$ cat config.mk
export PLATFORM = sky130hd
export DESIGN_NAME = coap_message_parser_flat
export DESIGN_NICKNAME = d
export VERILOG_FILES = /design/src/rtl/coap_mp_pkg.sv /design/src/rtl/coap_mp_byte_if.sv /design/src/rtl/coap_mp_result_if.sv /design/src/rtl/coap_mp_parser.sv /design/src/rtl/coap_mp_result_fifo.sv /design/src/rtl/coap_message_parser.sv /design/src/flat_wrapper.sv
export VERILOG_INCLUDE_DIRS = /design/src /design/src/rtl
export SDC_FILE = /design/constraint.sdc
export NUM_CORES = 2
export LEC_CHECK = 0
export BUFFER_PORTS_ARGS = -buffer_cell sky130_fd_sc_hd__buf_2
export CAP_MARGIN = 15
export CORE_ASPECT_RATIO = 0.7
export CORE_MARGIN = 2
export CORE_UTILIZATION = 28
export DETAILED_ROUTE_END_ITERATION = 12
export GPL_TIMING_DRIVEN = 0
export HOLD_SLACK_MARGIN = 0.1
export PLACE_DENSITY_LB_ADDON = 0.12
export SLEW_MARGIN = 20
export SYNTH_ARGS = -nofsm -noshare
export SYNTH_HDL_FRONTEND = slang
export SYNTH_SLANG_ARGS = --single-unit
$ cat constraint.sdc
create_clock -name i_clk -period 14.6 [get_ports i_clk]
set_clock_uncertainty 0.1 [all_clocks]
set_input_delay 0.73 -clock i_clk [delete_from_list [all_inputs] [get_ports i_clk]]
set_output_delay 0.73 -clock i_clk [all_outputs]
set_load 0.005 [all_outputs]
$ cat src/rtl/coap_message_parser_defines.svh
// ---------------------------------------------------------------------------
// CoAP message parser assertion macros
// Shared assertion wrappers; they expand to nothing when SYNTH is defined.
// ---------------------------------------------------------------------------
`ifndef COAP_MESSAGE_PARSER_DEFINES_SVH
`define COAP_MESSAGE_PARSER_DEFINES_SVH

`ifndef SYNTH
// A property that must hold at every clock edge outside reset.
`define COAP_MP_ASSERT(label, clk, rst_n, prop) \
    label: assert property (@(posedge clk) disable iff (!rst_n) (prop)) \
        else $error("coap_message_parser assertion failed");
// A condition that must hold in the cycle after the trigger.
`define COAP_MP_ASSERT_NEXT(label, clk, rst_n, trig, cons) \
    label: assert property (@(posedge clk) disable iff (!rst_n) (trig) |=> (cons)) \
        else $error("coap_message_parser assertion failed");
`else
`define COAP_MP_ASSERT(label, clk, rst_n, prop)
`define COAP_MP_ASSERT_NEXT(label, clk, rst_n, trig, cons)
`endif

`endif

$ cat src/rtl/coap_mp_pkg.sv
// ---------------------------------------------------------------------------
// CoAP message parser package
// Result record, protocol constants and result buffer sizing.
// ---------------------------------------------------------------------------
package coap_mp_pkg;

    // Protocol constants.
    localparam logic [1:0] COAP_VERSION       = 2'd1;
    localparam logic [1:0] COAP_TYPE_ACK      = 2'd2;
    localparam logic [3:0] COAP_MAX_TKL       = 4'd8;
    localparam logic [7:0] PAYLOAD_MARKER     = 8'hFF;
    localparam logic [3:0] NIBBLE_EXT1        = 4'd13;
    localparam logic [3:0] NIBBLE_RESERVED    = 4'd15;
    localparam logic [16:0] EXT1_BASE         = 17'd13;
    localparam logic [16:0] EXT2_BASE         = 17'd269;
    localparam logic [31:0] OPT_MEDIA_TYPE    = 32'd12;

    // Header reject reasons as reported in the summary.
    typedef enum logic [2:0] {
        REJ_NONE    = 3'd0,
        REJ_SHORT   = 3'd1,
        REJ_VERSION = 3'd2,
        REJ_TYPE    = 3'd3,
        REJ_TOKEN   = 3'd4
    } t_reject;

    // Result kinds.
    localparam logic KIND_OPTION  = 1'b0;
    localparam logic KIND_SUMMARY = 1'b1;

    // One result record.
    typedef struct packed {
        logic        kind;
        logic [31:0] option_number;
        logic [16:0] option_length;
        logic        valid_res;
        logic [2:0]  reject_reason;
        logic        parse_error;
        logic [7:0]  rsp_code;
        logic [15:0] msg_ident;
        logic [63:0] token_value;
        logic [3:0]  tok_len;
        logic [31:0] media_type;
        logic        last_result;
    } t_result;

    // Results produced by one accepted byte: none, one, or two.
    typedef struct packed {
        logic [1:0] count;
        t_result    res_a;
        t_result    res_b;
    } t_parse_out;

    // Result buffer sizing; depth is a power of two.
    localparam int FIFO_DEPTH = 4;
    localparam int FIFO_PTR_W = $clog2(FIFO_DEPTH);
    localparam int FIFO_CNT_W = $clog2(FIFO_DEPTH + 1);

endpackage

$ cat src/rtl/coap_mp_byte_if.sv
// ---------------------------------------------------------------------------
// CoAP message byte channel
// Valid/ready channel carrying one message byte and an end-of-message flag.
// ---------------------------------------------------------------------------
interface coap_mp_byte_if;
    logic       valid;
    logic       ready;
    logic [7:0] data_byte;
    logic       last;

    modport source (output valid, output data_byte, output last, input ready);
    modport sink   (input valid, input data_byte, input last, output ready);
endinterface

$ cat src/rtl/coap_mp_result_if.sv
// ---------------------------------------------------------------------------
// CoAP parser result channel
// Valid/ready channel carrying one option or summary result.
// ---------------------------------------------------------------------------
interface coap_mp_result_if;
    logic        valid;
    logic        ready;
    logic        kind;
    logic [31:0] option_number;
    logic [16:0] option_length;
    logic        valid_res;
    logic [2:0]  reject_reason;
    logic        parse_error;
    logic [7:0]  rsp_code;
    logic [15:0] msg_ident;
    logic [63:0] token_value;
    logic [3:0]  tok_len;
    logic [31:0] media_type;
    logic        last_result;

    modport source (
        output valid, output kind, output option_number, output option_length,
        output valid_res, output reject_reason, output parse_error,
        output rsp_code, output msg_ident, output token_value,
        output tok_len, output media_type, output last_result,
        input ready
    );
    modport sink (
        input valid, input kind, input option_number, input option_length,
        input valid_res, input reject_reason, input parse_error,
        input rsp_code, input msg_ident, input token_value,
        input tok_len, input media_type, input last_result,
        output ready
    );
endinterface

$ cat src/rtl/coap_mp_parser.sv
// ---------------------------------------------------------------------------
// CoAP message parser core
// Per-byte header, token and option decoder; emits up to two results a byte.
// ---------------------------------------------------------------------------
`include "coap_message_parser_defines.svh"

module coap_mp_parser
    import coap_mp_pkg::*;
(
    input  logic       i_clk,
    input  logic       i_rst_n,
    input  logic       i_accept,
    input  logic [7:0] i_data_byte,
    input  logic       i_last,
    output t_parse_out o_out
);

    typedef enum logic [2:0] {
        PH_HDR,
        PH_TOKEN,
        PH_OPTHEAD,
        PH_DELTAEXT,
        PH_LENEXT,
        PH_VALUE,
        PH_PAYLOAD,
        PH_SKIP
    } t_phase;

    localparam logic [3:0] HDR_BYTE_FLAGS  = 4'd0;
    localparam logic [3:0] HDR_BYTE_CODE   = 4'd1;
    localparam logic [3:0] HDR_BYTE_MID_HI = 4'd2;

    t_phase      r_phase,          n_phase;
    logic [3:0]  r_byte_index,     n_byte_index;
    t_reject     r_header_status,  n_header_status;
    logic [7:0]  r_code,           n_code;
    logic [15:0] r_msg_ident,      n_msg_ident;
    logic [63:0] r_token,          n_token;
    logic [3:0]  r_token_count,    n_token_count;
    logic [31:0] r_running_option, n_running_option;
    logic [3:0]  r_delta_nibble,   n_delta_nibble;
    logic [3:0]  r_length_nibble,  n_length_nibble;
    logic [16:0] r_ext_accum,      n_ext_accum;
    logic [16:0] r_value_remaining, n_value_remaining;
    logic [31:0] r_format_accum,   n_format_accum;
    logic [31:0] r_format_committed, n_format_committed;
    logic        r_error,          n_error;

    // Shared extension-byte arithmetic for the delta and length extensions.
    logic [3:0]  ext_nibble;
    logic [15:0] ext16;
    logic [16:0] ext_sum;
    logic [3:0]  ext_need;
    logic [3:0]  idx_inc;

    assign ext_nibble = (r_phase == PH_DELTAEXT) ? r_delta_nibble : r_length_nibble;
    assign ext16      = {r_ext_accum[7:0], i_data_byte};
    assign ext_sum    = {1'b0, ext16} + ((ext_nibble == NIBBLE_EXT1) ? EXT1_BASE : EXT2_BASE);
    assign ext_need   = (ext_nibble == NIBBLE_EXT1) ? 4'd1 : 4'd2;
    assign idx_inc    = r_byte_index + 4'd1;

    logic        do_begin;
    logic        do_start;
    logic        do_complete;
    logic [16:0] start_len;
    t_reject     sum_status;
    logic        sum_error;
    logic        sum_valid;
    t_result     opt_res;
    t_result     sum_res;

    always_comb begin
        n_phase            = r_phase;
        n_byte_index       = r_byte_index;
        n_header_status    = r_header_status;
        n_code             = r_code;
        n_msg_ident        = r_msg_ident;
        n_token            = r_token;
        n_token_count      = r_token_count;
        n_running_option   = r_running_option;
        n_delta_nibble     = r_delta_nibble;
        n_length_nibble    = r_length_nibble;
        n_ext_accum        = r_ext_accum;
        n_value_remaining  = r_value_remaining;
        n_format_accum     = r_format_accum;
        n_format_committed = r_format_committed;
        n_error            = r_error;
        do_begin           = 1'b0;
        do_start           = 1'b0;
        do_complete        = 1'b0;
        start_len          = '0;

        unique case (r_phase)
            PH_HDR: begin
                unique case (r_byte_index)
                    HDR_BYTE_FLAGS: begin
                        if (i_data_byte[7:6] != COAP_VERSION) begin
                            n_header_status = REJ_VERSION;
                        end else if (i_data_byte[5:4] != COAP_TYPE_ACK) begin
                            n_header_status = REJ_TYPE;
                        end else if (i_data_byte[3:0] > COAP_MAX_TKL) begin
                            n_header_status = REJ_TOKEN;
                        end else begin
                            n_header_status = REJ_NONE;
                        end
                        n_token_count = i_data_byte[3:0];
                        n_byte_index  = idx_inc;
                    end
                    HDR_BYTE_CODE: begin
                        n_code       = i_data_byte;
                        n_byte_index = idx_inc;
                    end
                    HDR_BYTE_MID_HI: begin
                        n_msg_ident  = {i_data_byte, 8'h00};
                        n_byte_index = idx_inc;
                    end
                    default: begin
                        // Low message ID byte closes the fixed header.
                        n_msg_ident  = {r_msg_ident[15:8], i_data_byte};
                        n_byte_index = '0;
                        if (r_header_status != REJ_NONE) begin
                            n_phase = PH_SKIP;
                        end else if (r_token_count != 4'd0) begin
                            n_phase = PH_TOKEN;
                        end else begin
                            n_phase = PH_OPTHEAD;
                        end
                    end
                endcase
            end
            PH_TOKEN: begin
                n_token      = {r_token[55:0], i_data_byte};
                n_byte_index = idx_inc;
                if (idx_inc >= r_token_count) begin
                    n_byte_index = '0;
                    n_phase      = PH_OPTHEAD;
                end
            end
            PH_OPTHEAD: begin
                if (i_data_byte == PAYLOAD_MARKER) begin
                    n_phase = PH_PAYLOAD;
                end else begin
                    n_delta_nibble  = i_data_byte[7:4];
                    n_length_nibble = i_data_byte[3:0];
                    if (i_data_byte[7:4] == NIBBLE_RESERVED) begin
                        n_error = 1'b1;
                        n_phase = PH_SKIP;
                    end else if (i_data_byte[7:4] >= NIBBLE_EXT1) begin
                        n_phase      = PH_DELTAEXT;
                        n_byte_index = '0;
                        n_ext_accum  = '0;
                    end else begin
                        n_running_option = r_running_option + {28'd0, i_data_byte[7:4]};
                        do_begin         = 1'b1;
                    end
                end
            end
            PH_DELTAEXT: begin
                n_ext_accum  = {1'b0, ext16};
                n_byte_index = idx_inc;
                if (idx_inc >= ext_need) begin
                    n_running_option = r_running_option + {15'd0, ext_sum};
                    do_begin         = 1'b1;
                end
            end
            PH_LENEXT: begin
                n_ext_accum  = {1'b0, ext16};
                n_byte_index = idx_inc;
                if (idx_inc >= ext_need) begin
                    do_start  = 1'b1;
                    start_len = ext_sum;
                end
            end
            PH_VALUE: begin
                n_format_accum    = {r_format_accum[23:0], i_data_byte};
                n_value_remaining = r_value_remaining - 17'd1;
                if (n_value_remaining == '0) begin
                    do_complete = 1'b1;
                end
            end
            default: begin
            end
        endcase

        // Option delta is settled; decide how its length is given.
        if (do_begin) begin
            if (n_length_nibble >= NIBBLE_EXT1) begin
                n_phase      = PH_LENEXT;
                n_byte_index = '0;
                n_ext_accum  = '0;
            end else begin
                do_start  = 1'b1;
                start_len = {13'd0, n_length_nibble};
            end
        end

        // Option length is settled; an empty value completes at once.
        if (do_start) begin
            n_ext_accum       = start_len;
            n_value_remaining = start_len;
            n_format_accum    = '0;
            if (start_len == '0) begin
                do_complete = 1'b1;
            end else begin
                n_phase = PH_VALUE;
            end
        end

        if (do_complete) begin
            if (n_running_option == OPT_MEDIA_TYPE) begin
                n_format_committed = n_format_accum;
            end
            n_phase = PH_OPTHEAD;
        end

        opt_res.kind           = KIND_OPTION;
        opt_res.option_number  = n_running_option;
        opt_res.option_length  = n_ext_accum;
        opt_res.valid_res      = 1'b1;
        opt_res.reject_reason  = REJ_NONE;
        opt_res.parse_error    = 1'b0;
        opt_res.rsp_code       = n_code;
        opt_res.msg_ident      = n_msg_ident;
        opt_res.token_value    = n_token;
        opt_res.tok_len        = n_token_count;
        opt_res.media_type     = n_format_committed;
        opt_res.last_result    = !i_last;

        // End of message inside the header, token or an option.
        sum_status = n_header_status;
        sum_error  = n_error;
        if (n_phase == PH_HDR) begin
            sum_status = REJ_SHORT;
        end else if (n_phase == PH_TOKEN) begin
            sum_status = REJ_TOKEN;
        end else if (n_phase == PH_DELTAEXT || n_phase == PH_LENEXT ||
                     n_phase == PH_VALUE) begin
            sum_error = 1'b1;
        end
        sum_valid = (sum_status == REJ_NONE);

        sum_res.kind           = KIND_SUMMARY;
        sum_res.option_number  = '0;
        sum_res.option_length  = '0;
        sum_res.valid_res      = sum_valid;
        sum_res.reject_reason  = sum_status;
        sum_res.parse_error    = sum_valid & sum_error;
        sum_res.rsp_code       = n_code;
        sum_res.msg_ident      = n_msg_ident;
        sum_res.token_value    = sum_valid ? n_token : '0;
        sum_res.tok_len        = sum_valid ? n_token_count : '0;
        sum_res.media_type     = sum_valid ? n_format_committed : '0;
        sum_res.last_result    = 1'b1;

        o_out.res_b = sum_res;
        if (!i_accept) begin
            o_out.count = 2'd0;
            o_out.res_a = opt_res;
        end else if (do_complete && i_last) begin
            o_out.count = 2'd2;
            o_out.res_a = opt_res;
        end else if (do_complete) begin
            o_out.count = 2'd1;
            o_out.res_a = opt_res;
        end else if (i_last) begin
            o_out.count = 2'd1;
            o_out.res_a = sum_res;
        end else begin
            o_out.count = 2'd0;
            o_out.res_a = opt_res;
        end

        // The final byte returns the whole parser to its reset state.
        if (i_last) begin
            n_phase            = PH_HDR;
            n_byte_index       = '0;
            n_header_status    = REJ_NONE;
            n_code             = '0;
            n_msg_ident        = '0;
            n_token            = '0;
            n_token_count      = '0;
            n_running_option   = '0;
            n_delta_nibble     = '0;
            n_length_nibble    = '0;
            n_ext_accum        = '0;
            n_value_remaining  = '0;
            n_format_accum     = '0;
            n_format_committed = '0;
            n_error            = 1'b0;
        end
    end

    always_ff @(posedge i_clk) begin
        if (!i_rst_n) begin
            r_phase            <= PH_HDR;
            r_byte_index       <= '0;
            r_header_status    <= REJ_NONE;
            r_code             <= '0;
            r_msg_ident        <= '0;
            r_token            <= '0;
            r_token_count      <= '0;
            r_running_option   <= '0;
            r_delta_nibble     <= '0;
            r_length_nibble    <= '0;
            r_ext_accum        <= '0;
            r_value_remaining  <= '0;
            r_format_accum     <= '0;
            r_format_committed <= '0;
            r_error            <= 1'b0;
        end else if (i_accept) begin
            r_phase            <= n_phase;
            r_byte_index       <= n_byte_index;
            r_header_status    <= n_header_status;
            r_code             <= n_code;
            r_msg_ident        <= n_msg_ident;
            r_token            <= n_token;
            r_token_count      <= n_token_count;
            r_running_option   <= n_running_option;
            r_delta_nibble     <= n_delta_nibble;
            r_length_nibble    <= n_length_nibble;
            r_ext_accum        <= n_ext_accum;
            r_value_remaining  <= n_value_remaining;
            r_format_accum     <= n_format_accum;
            r_format_committed <= n_format_committed;
            r_error            <= n_error;
        end
    end

    // Conditions watched by the assertions below.
    logic chk_reset_state;
    logic chk_pair_order;
    logic chk_token_bound;
    logic chk_value_nonzero;

    assign chk_reset_state   = (r_phase == PH_HDR) && (r_byte_index == 4'd0) && !r_error;
    assign chk_pair_order    = (o_out.count != 2'd2) ||
                               (o_out.res_a.kind == KIND_OPTION &&
                                o_out.res_b.kind == KIND_SUMMARY &&
                                !o_out.res_a.last_result);
    assign chk_token_bound   = (r_phase != PH_TOKEN) ||
                               (r_token_count <= COAP_MAX_TKL &&
                                r_byte_index < r_token_count);
    assign chk_value_nonzero = (r_phase != PH_VALUE) || (r_value_remaining != 17'd0);

    `COAP_MP_ASSERT_NEXT(a_last_resets, i_clk, i_rst_n, i_accept && i_last, chk_reset_state)
    `COAP_MP_ASSERT(a_pair_order, i_clk, i_rst_n, chk_pair_order)
    `COAP_MP_ASSERT(a_token_bound, i_clk, i_rst_n, chk_token_bound)
    `COAP_MP_ASSERT(a_value_nonzero, i_clk, i_rst_n, chk_value_nonzero)

endmodule

$ cat src/rtl/coap_mp_result_fifo.sv
// ---------------------------------------------------------------------------
// CoAP parser result buffer
// Small queue that takes up to two results a cycle and releases one.
// ---------------------------------------------------------------------------
module coap_mp_result_fifo
    import coap_mp_pkg::*;
(
    input  logic       i_clk,
    input  logic       i_rst_n,
    input  t_parse_out i_push,
    input  logic       i_pop,
    output logic       o_space,
    output logic       o_valid,
    output t_result    o_head
);

    t_result                 r_mem [FIFO_DEPTH];
    logic [FIFO_PTR_W-1:0]   r_wr_ptr, n_wr_ptr;
    logic [FIFO_PTR_W-1:0]   r_rd_ptr, n_rd_ptr;
    logic [FIFO_CNT_W-1:0]   r_count,  n_count;
    logic                    pop_ok;

    assign pop_ok   = i_pop && (r_count != '0);
    assign n_wr_ptr = r_wr_ptr + FIFO_PTR_W'(i_push.count);
    assign n_rd_ptr = r_rd_ptr + FIFO_PTR_W'(pop_ok);
    assign n_count  = r_count + FIFO_CNT_W'(i_push.count) - FIFO_CNT_W'(pop_ok);

    // Room for the two results that one byte can produce.
    assign o_space = (r_count <= FIFO_CNT_W'(FIFO_DEPTH - 2));
    assign o_valid = (r_count != '0);
    assign o_head  = r_mem[r_rd_ptr];

    always_ff @(posedge i_clk) begin
        if (i_push.count != 2'd0) begin
            r_mem[r_wr_ptr] <= i_push.res_a;
        end
        if (i_push.count == 2'd2) begin
            r_mem[r_wr_ptr + FIFO_PTR_W'(1)] <= i_push.res_b;
        end
    end

    always_ff @(posedge i_clk) begin
        if (!i_rst_n) begin
            r_wr_ptr <= '0;
            r_rd_ptr <= '0;
            r_count  <= '0;
        end else begin
            r_wr_ptr <= n_wr_ptr;
            r_rd_ptr <= n_rd_ptr;
            r_count  <= n_count;
        end
    end

endmodule

$ cat src/rtl/coap_message_parser.sv
// ---------------------------------------------------------------------------
// CoAP message parser
// Checks a CoAP ACK header, captures code, message ID and token, and decodes
// options up to the payload marker, reporting each option and a summary.
// ---------------------------------------------------------------------------
//
//   Channel   Direction   Handshake     Payload
//   i_msg     in          valid/ready   data_byte[7:0], last
//   o_res     out         valid/ready   one option or summary result
//
// Each byte is decoded in the cycle of its transfer and its results are
// written into a four-entry result queue at that clock edge, so the first
// result can be taken in the cycle after the byte.
// A byte is taken whenever the queue has room for two results, so bytes flow
// at one per cycle while results are drained at one per cycle.
// A byte flagged last that completes an option yields two results, which
// leave the queue one at a time; an output stall backs up into i_msg.ready.
// Reset is synchronous and active low; it clears the parser and the queue.
// ---------------------------------------------------------------------------
module coap_message_parser
    import coap_mp_pkg::*;
(
    input  logic          i_clk,
    input  logic          i_rst_n,
    coap_mp_byte_if.sink  i_msg,
    coap_mp_result_if.source o_res
);

    logic       byte_accept;
    logic       queue_space;
    logic       queue_valid;
    t_parse_out parse_out;
    t_result    head;

    // A byte transfer happens whenever the queue can hold its results.
    assign i_msg.ready = queue_space;
    assign byte_accept = i_msg.valid && queue_space;

    // Header, token and option decoding, one byte per transfer.
    coap_mp_parser u_parser (
        .i_clk       (i_clk),
        .i_rst_n     (i_rst_n),
        .i_accept    (byte_accept),
        .i_data_byte (i_msg.data_byte),
        .i_last      (i_msg.last),
        .o_out       (parse_out)
    );

    // Result queue separating the byte side from the result side.
    coap_mp_result_fifo u_fifo (
        .i_clk   (i_clk),
        .i_rst_n (i_rst_n),
        .i_push  (parse_out),
        .i_pop   (o_res.ready),
        .o_space (queue_space),
        .o_valid (queue_valid),
        .o_head  (head)
    );

    assign o_res.valid          = queue_valid;
    assign o_res.kind           = head.kind;
    assign o_res.option_number  = head.option_number;
    assign o_res.option_length  = head.option_length;
    assign o_res.valid_res      = head.valid_res;
    assign o_res.reject_reason  = head.reject_reason;
    assign o_res.parse_error    = head.parse_error;
    assign o_res.rsp_code       = head.rsp_code;
    assign o_res.msg_ident      = head.msg_ident;
    assign o_res.token_value    = head.token_value;
    assign o_res.tok_len        = head.tok_len;
    assign o_res.media_type     = head.media_type;
    assign o_res.last_result    = head.last_result;

endmodule
$ cat src/flat_wrapper.sv
// flat-port wrapper written by rule: the top's interface ports become plain ports
module coap_message_parser_flat import coap_mp_pkg::*;
  (i_clk, i_rst_n, i_msg_valid, i_msg_data_byte, i_msg_last, i_msg_ready, o_res_valid, o_res_kind, o_res_option_number, o_res_option_length, o_res_valid_res, o_res_reject_reason, o_res_parse_error, o_res_rsp_code, o_res_msg_ident, o_res_token_value, o_res_tok_len, o_res_media_type, o_res_last_result, o_res_ready);
  coap_mp_byte_if i_msg_i ();
  coap_mp_result_if o_res_i ();
  input  logic i_clk;
  input  logic i_rst_n;
  input wire logic [$bits(i_msg_i.valid)-1:0] i_msg_valid;
  input wire logic [$bits(i_msg_i.data_byte)-1:0] i_msg_data_byte;
  input wire logic [$bits(i_msg_i.last)-1:0] i_msg_last;
  output wire logic [$bits(i_msg_i.ready)-1:0] i_msg_ready;
  output wire logic [$bits(o_res_i.valid)-1:0] o_res_valid;
  output wire logic [$bits(o_res_i.kind)-1:0] o_res_kind;
  output wire logic [$bits(o_res_i.option_number)-1:0] o_res_option_number;
  output wire logic [$bits(o_res_i.option_length)-1:0] o_res_option_length;
  output wire logic [$bits(o_res_i.valid_res)-1:0] o_res_valid_res;
  output wire logic [$bits(o_res_i.reject_reason)-1:0] o_res_reject_reason;
  output wire logic [$bits(o_res_i.parse_error)-1:0] o_res_parse_error;
  output wire logic [$bits(o_res_i.rsp_code)-1:0] o_res_rsp_code;
  output wire logic [$bits(o_res_i.msg_ident)-1:0] o_res_msg_ident;
  output wire logic [$bits(o_res_i.token_value)-1:0] o_res_token_value;
  output wire logic [$bits(o_res_i.tok_len)-1:0] o_res_tok_len;
  output wire logic [$bits(o_res_i.media_type)-1:0] o_res_media_type;
  output wire logic [$bits(o_res_i.last_result)-1:0] o_res_last_result;
  input wire logic [$bits(o_res_i.ready)-1:0] o_res_ready;
  assign i_msg_i.valid = i_msg_valid;
  assign i_msg_i.data_byte = i_msg_data_byte;
  assign i_msg_i.last = i_msg_last;
  assign i_msg_ready = i_msg_i.ready;
  assign o_res_valid = o_res_i.valid;
  assign o_res_kind = o_res_i.kind;
  assign o_res_option_number = o_res_i.option_number;
  assign o_res_option_length = o_res_i.option_length;
  assign o_res_valid_res = o_res_i.valid_res;
  assign o_res_reject_reason = o_res_i.reject_reason;
  assign o_res_parse_error = o_res_i.parse_error;
  assign o_res_rsp_code = o_res_i.rsp_code;
  assign o_res_msg_ident = o_res_i.msg_ident;
  assign o_res_token_value = o_res_i.token_value;
  assign o_res_tok_len = o_res_i.tok_len;
  assign o_res_media_type = o_res_i.media_type;
  assign o_res_last_result = o_res_i.last_result;
  assign o_res_i.ready = o_res_ready;
  coap_message_parser u_core (.i_clk(i_clk), .i_rst_n(i_rst_n), .i_msg(i_msg_i), .o_res(o_res_i));
endmodule
# --- Word level (Yosys, flattened, before mapping) ---
# Memory sizes are Yosys's and may differ from the RTL's. A register that Yosys moved wholly into a read port is not among the register bits.
# Cells that the tools add are included.
word_totals:
  latch_bits: 0
  mem_bits_rw: 720
  input_bits: 13
  rom_bits: 0
  out_inout_bits: 182
  regBits: 248
  memories: 1
op_classes:
  div_mod_pow: 0
  n_mux: 109
  bitwise_logic: 1
  addsub: 10
  reduce_logical: 23
  multipliers: 0
  n_eq_ne: 19
  n_shift: 0
  magnitude_cmp: 6
memory_table:
  columns: ["name", "words", "word_bits", "read_ports", "rd_ports_with_merged_regs", "write_ports", "line_no", "text"]
  rows:
  - ["u_core.u_fifo.r_mem", 4, 180, 1, 1, 2, "coap_mp_result_fifo.sv:17", "t_result r_mem [FIFO_DEPTH];"]
ops:
  columns: ["operator", "count"]
  rows:
  - ["two-way mux 32 bit", 12]
  - ["two-way mux 182 bit", 2]
  - ["two-way mux 181 bit", 2]
  - ["two-way mux 17 bit", 14]
  - ["two-way mux 64 bit", 3]
  - ["two-way mux 4 bit", 19]
  - ["case mux 32 bit (2 select lines)", 1]
  - ["two-way mux 3 bit", 20]
  - ["logical NOT 17 bit", 2]
  - ["case mux 17 bit (2 select lines)", 1]
  - ["adder 32 x 17 -> 32 bit", 1]
  - ["adder 32 x 4 -> 32 bit", 1]
  - ["== test 32 x 4 -> 1 bit, second input constant", 1]
  - ["two-way mux 16 bit", 2]
  - ["case mux 16 bit (2 select lines)", 1]
  - ["two-way mux 8 bit", 3]
  - ["two-way mux 1 bit", 22]
  - ["adder 16 x 9 -> 17 bit", 1]
  - ["subtractor 17 x 1 -> 17 bit, second input constant", 1]
  - ["case mux 4 bit (4 select lines)", 1]
  - ["== test 3 bit, second input constant", 4]
  - ["== test 3 x 2 -> 1 bit, second input constant", 3]
  - ["logical NOT 3 bit", 3]
  - ["two-way mux 9 bit", 1]
  - ["other kinds (34)", 47]

# --- Depth between registers and ports, before layout ---
depth:
  word_depth: 27
  ltp_mapped: 28
  mapped_depth_nobuf: 22

# --- Cells and area by module ---
# Synthesis repeated with hierarchy kept, for this count alone.
hier_totals:
  hier_cells: 4216
  area_unflattened_um2: 53263.6
by_module_without_submodules:
  columns: ["module", "cells_per_inst", "instances", "area_per_inst_um2"]
  rows:
  - ["coap_mp_result_fifo", 1785, 1, 35014.8]
  - ["coap_mp_parser", 2430, 1, 18242.5]
  - ["coap_message_parser", 1, 1, 6.3]

# --- Worst setup path after synthesis ---
# No wires, ideal clock.
synth_path:
  kind: "register to register"
  startpoint: "reg u_core.u_parser.r_phase[0]"
  endpoint: "mem u_core.u_fifo.r_mem[2][100] in the netlist's numbering, data pin"
  n_path_buf: 5
  path_slack_ns: 6.271
  arrival_ns: 8.088
  setup_ns: 0.141
  path_stages_with_launch: 27
  path_cell_list: "dfxtp_1 -> clkbuf_1 -> inv_1 -> buf_2 -> nor2_1 -> clkbuf_1 -> or4b_2 -> o21a_1 -> ha_1 -> and3_1 -> a31oi_2 -> xnor2_1 -> or4_1 -> nor4_1 -> o211ai_1 -> o21ai_4 -> inv_1 -> ha_1 -> nor2_1 -> a21oi_1 -> nor3b_1 -> nor2_1 -> inv_1 -> nand2_1 -> buf_2 -> buf_2 -> nor2_1"
synth_rtl:
  columns: ["item", "line_no", "text"]
  rows:
  - ["start, declared", "coap_mp_parser.sv:33", "t_phase r_phase, n_phase;"]
  - ["start signal, assigned", "coap_mp_parser.sv:311", "r_phase <= n_phase;"]
  - ["end, declared", "coap_mp_result_fifo.sv:17", null]

==> metrics.cfg <==
[sta]
setup_viol = 0
min_period_over_period_pct = 63.9
holdWs_ns = 0.348
rsz0062_at_grt = false
fin_crit_ns = 9.33
slew_violations = 0
tns_ns = 0
worstMarginPinSlew_ns = 1.19
hold_viol_final = 0
relSlewSlack_pct = 20.6
fin_ws_ns = 5.27
fmax_mhz = 107

[routing]
vias_per_cell = 5.08
dr_total_vias = 33100
antenna_left = 0
dr_wl_met3_mm = 8.91
routed.top_layer = met5
route.detailed.drc = 0
drtIter0Drc = 2912
dr.pass1.iters = 7
routed_wirelength_mm = 159
route.met2.wl_mm = 67.9
routedWlPerCell_um = 24.3
m1WireLength_mm = 79.2

[clocking]
cts_setup_buffers = 0
h-tree-depth = 3
cts_resized = 0
cts_hold_buffers = 0
cts-root-buf = clkbuf_16
cts_tree = done
cts.path.max_buffers = 3
clk_pin_slew_ns = 0.06
insertion_delay_ns = 0.74
clock_sinks = 968
cts_inserted_buffers = 108

[floorplan]
die_y_um = 335
io_pins = 195
coreArea_um2 = 155000
start_util_pct = 28.1
die_w_um = 476
fp-row-count = 121
dieArea_um2 = 159000

[min_path]
holdPathStages = 2
hold_start = u_core.u_fifo.r_mem[2][143]$_SDFFE_PP0P_
worst_hold_path.endpoint = u_core.u_fifo.r_mem[2][143]$_SDFFE_PP0P_
hold_path.class = flop to flop

[worst_setup_path]
timing.rr.start = u_core.u_parser.r_phase[0]$_SDFFE_PN0P_
critical_path_required_ns = 14.95
r2r_end = u_core.u_fifo.r_mem[1][17]$_DFFE_PP_
reg2reg_setup_slack_ns = 5.27
path_max_fanout = 10
critPathLaunchType = flop
arrival_ns = 9.68
critPathKind = flop to flop
reg2regPathDepth = 26
endpoint_kind = flop

[synth]
seq_area_frac_synth_pct = 56.1
syn_area_per_cell_um2 = 10.8
syn_nets = 4095
synth-edff-count = 516
synth_cell_types = 83
ys_warn_count = 0
synth.area.top_cells = edfxtp_1 (35%), dfxtp_1 (21%), mux4_2 (9.3%)
yosysTopAreaCell = edfxtp_1
synth_seq_cells = 968
synth-async-reset-ratio_pct = 0
synthFlopType = edfxtp_1
synthCells = 4034
synth_area_um2 = 43700
synth_top_area_share_pct = 35.4

[global_route]
grt.total_usage_pct = 19.5
grt_pass1_wl_mm = 231
grt-ovfl-total = 0
grt_max_degree = 75
grt_antenna_before_repair = 17
grt_pass1_vias = 32100

[pwr]
p_leak_nw = 16.5
total_power_mw = 6.96
vdd_drop_max_uv = 101
power_density_nw_per_um2 = 137

[place]
hpwlAfterDp_mm = 111
dp.cells = 6324
io_buffers = 193
gp_congestion = 0.868
preCtsSetupSlack_ns = 5.32

[job]
maxCapViolations = 0

[layout]
final_cell_mix = nor2_1 (922), edfxtp_1 (516), dfxtp_1 (452)
fin_cells = 6523
fin_nets = 4404
fillCellCount = 15900
mostFrequentLayoutCell = nor2_1
drive_above_1_share_pct = 14.4
antenna_cells = 0
syn_to_final_growth_pct = 16.4

[run_status]
outcome = complete, no violations

[Yosys cell counts (5+ instances only)]
library cell / instances
xnor2_1: 43
nand3b_1: 33
o22a_1: 6
a211oi_1: 13
dfxtp_1: 452
o21a_1: 5
o22ai_1: 20
nor4_1: 14
mux4_2: 180
nand2_1: 311
o31ai_1: 6
xor2_1: 18
nor3_1: 35
a22oi_1: 115
or3_1: 15
o211ai_1: 39
buf_1: 52
nor3b_1: 9
and2_1: 16
ha_1: 45
nand2b_1: 13
buf_2: 57
mux2i_1: 113
inv_1: 54
a22o_1: 60
nor2_1: 922
nand4_1: 22
o21ai_0: 192
a21o_1: 21
and3_1: 15
nor2b_1: 6
edfxtp_1: 516
clkbuf_1: 188
or4_1: 6
a31oi_1: 12
a21oi_1: 217
nand3_1: 94
and4_1: 10
[final cells by class]
cell class	count	area (um^2)	share of cell area, %
Multi-Input combinational cell	2705	17700	34.9
Clock inverter	54	482	0.946
Inverter	55	236	0.465
Sequential cell	968	24500	48.2
Buffer	306	1290	2.53
Tap cell	2091	2620	5.14
Clock buffer	145	2890	5.68
Timing Repair Buffer	199	1090	2.14
[power by group]
part	total (mW)	internal (mW)	leakage, nW	switching (mW)
Sequential	2.96	2.94	8.45	0.0267
Combinational	1.32	0.473	6.36	0.842
Clock	2.68	1.50	1.64	1.19
Total	6.96	4.91	16.5	2.05
[through the flow]
step	utilization [%]	cell area, um^2
2_1_floorplan	-	43700
3_5_place_dp	30.6	47500
3_3_place_gp	30.5	47300
5_1_grt	32.8	50900
6_report	32.8	50900
4_1_cts	32.8	50900
[worst max-delay path, stage by stage, from the launching register on]
cell and delay, ns:
dfxtp_1 0.30, clkbuf_1 0.17, inv_1 0.11, buf_2 0.29, nor2_1 0.12, clkbuf_1 0.32, or4b_2 0.71, o21a_1 0.20
ha_1 0.28, a41oi_1 0.39, a211oi_1 0.12, xnor2_1 0.54, inv_1 0.20, ha_1 0.35, a21o_1 0.18, a31o_2 0.20
a41oi_1 0.61, o311ai_0 0.33, clkbuf_1 0.34, nand4_1 0.18, xor2_1 0.74, nand4_1 0.17, nor4b_1 0.29, nor4b_4 0.71
buf_4 0.38, mux2i_1 0.57, nor2_1 0.10
[worst max path at each step]
stage | to | slack [ns] | cells past startpoint | start
after global placement | u_core.u_fifo.r_mem[3][127]$_DFFE_PP_ | 1.14 | 23 | u_core.u_parser.r_phase[0]$_SDFFE_PN0P_
after detailed placement | u_core.u_fifo.r_mem[1][17]$_DFFE_PP_ | 5.32 | 26 | u_core.u_parser.r_phase[0]$_SDFFE_PN0P_
final | u_core.u_fifo.r_mem[1][17]$_DFFE_PP_ | 5.27 | 26 | u_core.u_parser.r_phase[0]$_SDFFE_PN0P_
after floorplan | u_core.u_fifo.r_mem[2][100]$_DFFE_PP_ | 6.27 | 26 | u_core.u_parser.r_phase[0]$_SDFFE_PN0P_
after global routing | u_core.u_fifo.r_mem[0][31]$_DFFE_PP_ | 4.84 | 26 | u_core.u_parser.r_phase[0]$_SDFFE_PN0P_
after CTS | u_core.u_fifo.r_mem[0][17]$_DFFE_PP_ | 5.33 | 26 | u_core.u_parser.r_phase[0]$_SDFFE_PN0P_
[sequential cells by signal (all words and copies together), names as in the netlist]
signal / count
u_core.u_parser.r_ext_accum: 17
u_core.u_parser.r_header_status: 3
u_core.u_parser.r_byte_index: 4
u_core.u_parser.r_token_count: 4
u_core.u_parser.r_length_nibble: 4
u_core.u_parser.r_running_option: 32
u_core.u_fifo.r_rd_ptr: 2
u_core.u_parser.r_format_committed: 32
u_core.u_parser.r_error: 1
u_core.u_fifo.r_wr_ptr: 2
u_core.u_parser.r_format_accum: 32
u_core.u_parser.r_phase: 3
u_core.u_parser.r_token: 64
u_core.u_parser.r_value_remaining: 17
u_core.u_parser.r_msg_ident: 16
u_core.u_parser.r_code: 8
u_core.u_fifo.r_count: 3
u_core.u_fifo.r_mem: 720
u_core.u_parser.r_delta_nibble: 4
[logic make-up (layout without fill, tap and decap cells)]
family	after synthesis	after routing	synth area share [%]
AOI/OAI and AO/OA	758	758	10.9
xor gates and xnor gates	61	61	1.22
and+or+nand+nor	1540	1540	14.9
buffers and inverters	361	759	3.37
muxes	298	298	12.0
adders and majority gates	48	48	1.43
DFF	968	968	56.1
[routing by layer]
layer	vias to the layer above	global-route usage, %
met1	16700	30.0
met3	172	3.18
li1	15300	-
met4	8	3.49
met2	947	28.8
met5	-	0
No activity file was read; power rests on OpenSTA's default activity.
